File: src/kmbd_pkg.sv
// shared types and constants for the keyboard/mouse byte decoder
// no dependencies
package kmbd_pkg;

    localparam logic [7:0] HEADER_MIN = 8'hF8;
    localparam int         POS_W      = 10;
    localparam int         SUM_W      = POS_W + 2;

    // register indexes on the configuration port
    localparam logic [1:0] CFG_MAX_X    = 2'd0;
    localparam logic [1:0] CFG_MAX_Y    = 2'd1;
    localparam logic [1:0] CFG_DELAY    = 2'd2;
    localparam logic [1:0] CFG_INTERVAL = 2'd3;

    localparam logic [POS_W-1:0] MAX_X_RST    = 10'd639;
    localparam logic [POS_W-1:0] MAX_Y_RST    = 10'd399;
    localparam logic [7:0]       DELAY_RST    = 8'd18;
    localparam logic [7:0]       INTERVAL_RST = 8'd22;

    typedef enum logic [2:0] {
        PH_IDLE = 3'b001,
        PH_DX   = 3'b010,
        PH_DY   = 3'b100
    } phase_t;

    typedef struct packed {
        logic [7:0]  rx_byte;
        logic [15:0] now_time;
        logic        queue_full;
    } in_word_t;

    typedef struct packed {
        logic             key_valid;
        logic [6:0]       key_code;
        logic             key_held;
        logic [15:0]      first_repeat_at;
        logic [15:0]      next_repeat_at;
        logic             pointer_moved;
        logic [POS_W-1:0] pointer_x;
        logic [POS_W-1:0] pointer_y;
        logic [7:0]       button_byte;
    } out_word_t;

    typedef struct packed {
        logic [POS_W-1:0] max_x;
        logic [POS_W-1:0] max_y;
        logic [7:0]       repeat_delay;
        logic [7:0]       repeat_interval;
    } cfg_t;

endpackage

File: src/kmbd_cfg.sv
// configuration registers: pointer limits and key repeat timing
// depends on kmbd_pkg
module kmbd_cfg (
    input  logic                        clk,
    input  logic                        rst_n,
    input  logic                        cfg_we,
    input  logic [1:0]                  cfg_index,
    input  logic [kmbd_pkg::POS_W-1:0]  cfg_data,
    output kmbd_pkg::cfg_t              cfg
);

    kmbd_pkg::cfg_t cfg_reg;

    always_ff @(posedge clk or negedge rst_n)
    begin
        if (!rst_n)
        begin
            cfg_reg.max_x           <= kmbd_pkg::MAX_X_RST;
            cfg_reg.max_y           <= kmbd_pkg::MAX_Y_RST;
            cfg_reg.repeat_delay    <= kmbd_pkg::DELAY_RST;
            cfg_reg.repeat_interval <= kmbd_pkg::INTERVAL_RST;
        end
        else if (cfg_we)
        begin
            unique case (cfg_index)
                kmbd_pkg::CFG_MAX_X:    cfg_reg.max_x           <= cfg_data;
                kmbd_pkg::CFG_MAX_Y:    cfg_reg.max_y           <= cfg_data;
                kmbd_pkg::CFG_DELAY:    cfg_reg.repeat_delay    <= cfg_data[7:0];
                kmbd_pkg::CFG_INTERVAL: cfg_reg.repeat_interval <= cfg_data[7:0];
                default:                cfg_reg                 <= cfg_reg;
            endcase
        end
    end

    assign cfg = cfg_reg;

endmodule

File: src/kmbd_core.sv
// decoder state and per-byte update: packet phase, pointer, held key, deadlines
// depends on kmbd_pkg
module kmbd_core (
    input  logic                 clk,
    input  logic                 rst_n,
    input  logic                 step,
    input  kmbd_pkg::in_word_t   word,
    input  kmbd_pkg::cfg_t       cfg,
    output kmbd_pkg::out_word_t  result
);

    kmbd_pkg::phase_t              phase_reg, phase_next;
    logic [kmbd_pkg::POS_W-1:0]    pos_x_reg, pos_x_next;
    logic [kmbd_pkg::POS_W-1:0]    pos_y_reg, pos_y_next;
    logic [6:0]                    held_code_reg, held_code_next;
    logic                          hold_reg, hold_next;
    logic [15:0]                   delay_dl_reg, delay_dl_next;
    logic [15:0]                   interval_dl_reg, interval_dl_next;
    logic [7:0]                    buttons_reg, buttons_next;

    logic                          is_dx;
    logic [kmbd_pkg::POS_W-1:0]    axis_pos;
    logic [kmbd_pkg::POS_W-1:0]    axis_lim;
    logic signed [kmbd_pkg::SUM_W-1:0] axis_sum;
    logic [kmbd_pkg::POS_W-1:0]    axis_new;
    logic                          key_ok;

    // one shared clamp adder, x or y depending on phase
    always_comb
    begin
        is_dx    = (phase_reg == kmbd_pkg::PH_DX);
        axis_pos = is_dx ? pos_x_reg : pos_y_reg;
        axis_lim = is_dx ? cfg.max_x : cfg.max_y;
        axis_sum = signed'({2'b00, axis_pos})
                 + signed'({{(kmbd_pkg::SUM_W-8){word.rx_byte[7]}}, word.rx_byte});
        if (axis_sum > signed'({2'b00, axis_lim}))
            axis_new = axis_lim;
        else if (axis_sum[kmbd_pkg::SUM_W-1])
            axis_new = '0;
        else
            axis_new = axis_sum[kmbd_pkg::POS_W-1:0];
    end

    always_comb
    begin
        phase_next       = kmbd_pkg::PH_IDLE;
        pos_x_next       = pos_x_reg;
        pos_y_next       = pos_y_reg;
        held_code_next   = held_code_reg;
        hold_next        = hold_reg;
        delay_dl_next    = delay_dl_reg;
        interval_dl_next = interval_dl_reg;
        buttons_next     = buttons_reg;
        key_ok           = 1'b0;

        unique case (phase_reg)
            kmbd_pkg::PH_DX:
            begin
                pos_x_next = axis_new;
                phase_next = kmbd_pkg::PH_DY;
            end
            kmbd_pkg::PH_DY:
            begin
                pos_y_next = axis_new;
                phase_next = kmbd_pkg::PH_IDLE;
            end
            default:
            begin
                if (word.rx_byte >= kmbd_pkg::HEADER_MIN)
                begin
                    buttons_next = word.rx_byte;
                    phase_next   = kmbd_pkg::PH_DX;
                end
                else if (!word.rx_byte[7])
                begin
                    if (!word.queue_full)
                    begin
                        key_ok           = 1'b1;
                        held_code_next   = word.rx_byte[6:0];
                        hold_next        = 1'b1;
                        delay_dl_next    = word.now_time + {8'd0, cfg.repeat_delay};
                        interval_dl_next = word.now_time + {8'd0, cfg.repeat_interval};
                    end
                end
                else if (word.rx_byte[6:0] == held_code_reg)
                begin
                    // break code of the held key
                    hold_next = 1'b0;
                end
            end
        endcase

        result.key_valid       = key_ok;
        result.key_code        = key_ok ? word.rx_byte[6:0] : 7'd0;
        result.key_held        = hold_next;
        result.first_repeat_at = delay_dl_next;
        result.next_repeat_at  = interval_dl_next;
        result.pointer_moved   = (phase_reg != kmbd_pkg::PH_IDLE);
        result.pointer_x       = pos_x_next;
        result.pointer_y       = pos_y_next;
        result.button_byte     = buttons_next;
    end

    always_ff @(posedge clk or negedge rst_n)
    begin
        if (!rst_n)
        begin
            phase_reg       <= kmbd_pkg::PH_IDLE;
            pos_x_reg       <= '0;
            pos_y_reg       <= '0;
            held_code_reg   <= '0;
            hold_reg        <= 1'b0;
            delay_dl_reg    <= '0;
            interval_dl_reg <= '0;
            buttons_reg     <= '0;
        end
        else if (step)
        begin
            phase_reg       <= phase_next;
            pos_x_reg       <= pos_x_next;
            pos_y_reg       <= pos_y_next;
            held_code_reg   <= held_code_next;
            hold_reg        <= hold_next;
            delay_dl_reg    <= delay_dl_next;
            interval_dl_reg <= interval_dl_next;
            buttons_reg     <= buttons_next;
        end
    end

endmodule

File: src/keyboard_mouse_byte_decoder_top.sv
// top level of the keyboard/mouse byte decoder: input register, core, result register
// depends on kmbd_pkg, kmbd_cfg, kmbd_core
//
// Takes one received byte per word and returns one result word for it. A
// mouse header (0xF8..0xFF) is followed by a signed dx and dy byte that move
// a pointer clamped to 0..max_x / 0..max_y; bytes below 0x80 are make codes
// that set the hold flag and two repeat deadlines unless queue_full is set;
// the break code of the held key clears the hold. One word is taken every
// cycle while the result is not stalled; the decode and clamp adder lie
// between the input register and the result register, which offers the result.
// A stalled result holds the input register, so at most two words are in
// flight. Configuration writes take effect at once and belong to idle periods.
module keyboard_mouse_byte_decoder_top (
    input  logic                        clk,
    input  logic                        rst_n,
    input  logic                        in_valid,
    output logic                        in_ready,
    input  kmbd_pkg::in_word_t          in_data,
    output logic                        out_valid,
    input  logic                        out_ready,
    output kmbd_pkg::out_word_t         out_data,
    input  logic                        cfg_we,
    input  logic [1:0]                  cfg_index,
    input  logic [kmbd_pkg::POS_W-1:0]  cfg_data
);

    kmbd_pkg::cfg_t      cfg;
    kmbd_pkg::in_word_t  in_word_reg;
    logic                in_full_reg;
    kmbd_pkg::out_word_t result;
    kmbd_pkg::out_word_t out_word_reg;
    logic                out_full_reg;
    logic                step;

    assign step     = in_full_reg && (!out_full_reg || out_ready);
    assign in_ready = !in_full_reg || step;

    kmbd_cfg u_cfg (
        .clk       (clk),
        .rst_n     (rst_n),
        .cfg_we    (cfg_we),
        .cfg_index (cfg_index),
        .cfg_data  (cfg_data),
        .cfg       (cfg)
    );

    kmbd_core u_core (
        .clk    (clk),
        .rst_n  (rst_n),
        .step   (step),
        .word   (in_word_reg),
        .cfg    (cfg),
        .result (result)
    );

    always_ff @(posedge clk or negedge rst_n)
    begin
        if (!rst_n)
        begin
            in_full_reg  <= 1'b0;
            out_full_reg <= 1'b0;
        end
        else
        begin
            if (in_ready)
                in_full_reg <= in_valid;
            if (step)
                out_full_reg <= 1'b1;
            else if (out_ready)
                out_full_reg <= 1'b0;
        end
    end

    always_ff @(posedge clk)
    begin
        if (in_valid && in_ready)
            in_word_reg <= in_data;
        if (step)
            out_word_reg <= result;
    end

    assign out_valid = out_full_reg;
    assign out_data  = out_word_reg;

    // an accepted key always leaves the key held
    a_key_held: assert property (@(posedge clk) disable iff (!rst_n)
        out_valid && out_data.key_valid |-> out_data.key_held)
        else $error("accepted key without hold");

    // a byte is either a key or a movement, never both
    a_key_or_move: assert property (@(posedge clk) disable iff (!rst_n)
        out_valid |-> !(out_data.key_valid && out_data.pointer_moved))
        else $error("key and movement in one word");

    // a stalled result is not overwritten by the core
    a_no_overwrite: assert property (@(posedge clk) disable iff (!rst_n)
        out_full_reg && !out_ready |-> !step)
        else $error("result register overwritten");

    // an empty input register always takes a word
    a_in_ready: assert property (@(posedge clk) disable iff (!rst_n)
        !in_full_reg |-> in_ready)
        else $error("input register empty but not ready");

endmodule
File: config.mk
export PLATFORM = sky130hd
export DESIGN_NAME = keyboard_mouse_byte_decoder_top
export DESIGN_NICKNAME = d
export VERILOG_FILES = /design/src/kmbd_pkg.sv /design/src/kmbd_cfg.sv /design/src/kmbd_core.sv /design/src/keyboard_mouse_byte_decoder_top.sv
export SDC_FILE = /design/constraint.sdc
export NUM_CORES = 1
export LEC_CHECK = 0
export ABC_AREA = 1
export BUFFER_PORTS_ARGS = -buffer_cell sky130_fd_sc_hd__buf_2
export CELL_PAD_IN_SITES_DETAIL_PLACEMENT = 0
export CELL_PAD_IN_SITES_GLOBAL_PLACEMENT = 2
export CORE_AREA = 2 2 159 200
export CTS_CLUSTER_DIAMETER = 40
export CTS_CLUSTER_SIZE = 14
export DETAILED_ROUTE_END_ITERATION = 16
export DIE_AREA = 0 0 161 202
export HOLD_SLACK_MARGIN = 0.05
export PLACE_DENSITY_LB_ADDON = 0.1
export SLEW_MARGIN = 20
export SYNTH_ARGS = -nofsm -noshare
export SYNTH_HDL_FRONTEND = slang
export SYNTH_SLANG_ARGS = --single-unit
File: constraint.sdc
create_clock -name clk -period 4.2 [get_ports clk]
set_input_delay 0.63 -clock clk [delete_from_list [all_inputs] [get_ports clk]]
set_output_delay 0.63 -clock clk [all_outputs]
set_load 0.05 [all_outputs]
==> key figures <==
Status
  – Status: finished, final reports clean

Floorplan
  – Die height: 202 microns
  – # rows: ~70
  – Core Box Area: 0.03063 sq mm
  – Die W: 161 microns
  – Initial Util: 32.61%
  – Die footprint: 0.03252 sq mm
  – Io pins: 114

STA
  – Final worst path period need: approximately 3.8 ns
  – Fin Setup TNS: 0 ns
  – # setup viols final: 0
  – F_max: 263.2 MHz
  – Final WS setup: about 0.4 ns
  – Worst-margin pin slew: 0.6589 ns
  – Final hold slack: 0.1408 ns
  – Worst slew margin: 56.07%
  – Period utilisation layout: 90.45%
  – Fin. Hold Viols: 0
  – Final Max Tran Viols: 0
  – Clk_skew: 0.01184 ns

Clock tree
  – H-tree depth: 2
  – Worst skew pair latency: 0.50 ns
  – Clock root cell: clkbuf_16
  – Longest Clk Path Bufs: 3
  – Clk slew on worst S/H paths: 0.05 ns
  – Clk sinks: between 200 and 250
  – TritonCTS clock tree: done
  – CTS Buf Count: 35

Global route
  – First-pass GRT wire length: around 43000 microns
  – Initial antenna violation count: 0
  – Vias in the first global route: 7570
  – GRT overflow: 0
  – Total GRT Usage: 16.92%
  – Largest net degree at the start of global routing: 105

Power
  – Tot Pwr: 0.008135 W
  – Leakage: roughly 5.7 nW
  – IR drop worst, VDD: approximately 0.32 mV
  – Cell Pwr Density: between 600 and 700 mW/mm^2

Synth
  – Post-synth design cell area: about 0.01 sq mm
  – Warnings, synthesis: 0
  – Synth unique cells: 46
  – Seq cells post-synth: 204
  – Cells after Synth: 1055
  – Post-synth ARST share: 53.43%
  – Mapped Avg Cell Area: 9.468 sq um
  – Synthesized net count: 1138
  – Top FF cell, synth: edfxtp_1
  – Number of flops mapped to enable cells by yosys: 95
  – Register area share after synthesis: 56.12%

Placed design
  – GP Congestion: 0.8100
  – IO buf count: 113
  – Hpwl dp: 18650 microns
  – Dpl ws: 0.2429 ns
  – Placed cells: ~1600

Setup path
  – R2R Path End: out_data[27]
  – R2R depth: 25
  – Worst setup EP type: flip-flop
  – Crit path max fanout: 13
  – Reg-to-reg slack, setup: 0.40 ns
  – WP data required: between 4 and 5 ns
  – Crit Path Class: reg -> reg
  – CP arrival: 4.04 ns
  – Worst Setup EP: out_data[27]
  – Worst r2r src: u_core.phase_reg[1]
  – Critical Path Start: u_core.phase_reg[1]
  – Critical path startpoint category: flip-flop

Drt
  – DR iter-0 viols: 411
  – DRC errors left: 0
  – Remaining antenna violation count: 0
  – First-pass iteration count of the detailed router: 5
  – Wirelength per Cell: about 16 microns
  – Total number of vias: about 7400
  – Vias per cell: 4.548
  – Routed WL: 26720 microns

Finish
  – Layout cells sized above 1: 21.77%
  – Post-route non-filler standard cell count: 1624
  – Layout Nets: ~1300
  – FILL cells: 3131
  – Layout area overhead: 23.69%
  – Antenna Cells: 0
  – Largest register FFs: 70

Job
  – Max_cap viols: 0

Worst hold path
  – Hold Path Class: in -> async
## worst max-delay path, cell delays in order (launching register included)
cell	delay, ns
dfrtp_1	0.35
inv_1	0.09
nor3_4	0.31
buf_12	0.17
nand2_1	0.04
o21ai_0	0.12
ha_1	0.30
nand2_1	0.07
nand2_1	0.07
nand2_1	0.06
nand2_1	0.09
o21bai_1	0.22
xor2_1	0.21
ha_1	0.31
nand2_1	0.07
nor2_1	0.13
a211oi_2	0.05
o211ai_2	0.15
inv_2	0.06
nand2_4	0.11
buf_12	0.14
nand3_1	0.11
inv_1	0.10
nand2_1	0.07
nand3_1	0.08
o21ai_0	0.07
## synth_stat cells (9+ instances only)
library cell	number	area, sq um
nor2_1	42	157.7
or2_2	13	81.33
nand2_1	296	1111
dfrtp_1	89	2227
o21ai_1	13	65.06
edfxtp_1	95	2853
clkbuf_1	21	78.83
buf_2	9	45.04
a21oi_1	26	130.1
ha_1	38	475.5
nand3_1	60	300.3
o21a_1	9	67.56
o21ai_0	105	525.5
xor2_1	20	175.2
a31oi_1	10	62.56
inv_1	99	371.6
dfstp_2	20	525.5
and2_1	10	62.56
## final cells by class
class / count / area [sq um] / area share [%]
clock inverters: 20 / 250.2 / 2.026
inverters: 105 / 396.6 / 3.210
flip-flops and latches: 204 / 5605 / 45.37
clock buffers: 42 / 942.2 / 7.626
repair buffers: 138 / 809.5 / 6.553
well taps: 407 / 509.2 / 4.122
multi-input cells: 708 / 3841 / 31.09
## report_power, final
part / internal, W / switching, W
clock: 0.00191 / 0.000992
combinational: 0.000724 / 0.00159
sequential: 0.00268 / 0.000243
## layout by cell type (no fill, tap or decap), types with 3 or more instances in the layout
cell type,instances
a31oi_1,10
a21oi_1,24
nor3_1,4
nand2_2,4
buf_2,112
o21ai_2,3
xor2_1,20
clkbuf_1,3
o22ai_1,4
edfxtp_1,95
fa_1,3
a21oi_2,4
dfrtp_1,89
bufinv_16,5
buf_12,4
nand4_2,6
ha_1,38
nand4_1,8
clkinv_2,3
nand2_1,296
clkinv_4,4
clkbuf_8,4
o21ai_0,105
nand3_1,60
dfstp_2,20
clkbuf_16,35
o21bai_1,4
clkinv_1,3
or2_2,13
o21a_1,9
buf_4,21
xnor2_1,7
inv_2,5
and2_1,10
inv_1,99
o21ai_1,13
nor2_1,42
## kinds of logic after synthesis
family / Yosys count / share of synthesized area, %
compound gates: 183 / 10.13
xor+xnor: 28 / 2.455
fa+ha+maj: 41 / 5.361
buf+inv: 143 / 5.787
flops: 204 / 56.12
simple gates: 456 / 20.14
## routing by layer
layer	up-vias	part of all wire (%)	track usage (%)
li1	3792	-	-
met1	3440	43	21.06
met4	0	2.8	5.325
met5	-	0	0
met3	42	3.4	2.873
met2	112	50	29.89
## how the worst min path moves through the flow
stage	end	from	slack [ns]
after floorplan	in_full_reg	rst_n	0.33
after CTS	u_core.pos_y_reg[7]	rst_n	0.17
after global placement	u_core.buttons_reg[5]	u_core.buttons_reg[5]	0.44
final	u_core.pos_y_reg[7]	rst_n	0.14
after global routing	u_core.pos_y_reg[7]	rst_n	0.19
after detailed placement	u_core.buttons_reg[7]	u_core.buttons_reg[7]	0.44
## what timing repair did
action	in CTS	in global routing
endpoints found under the setup margin	0	40
setup buffers	0	6
resized for setup	0	7
hold buffers	0	0
## through the flow
stage | utilization [%] | area [sq um]
global route | 40.34 | 12350
floorplan | - | 9988
global placement | 36.18 | 11080
detailed placement | 36.18 | 11080
finish | 40.34 | 12350
CTS | 40.08 | 12280
No activity file was read; power rests on OpenSTA's default activity.
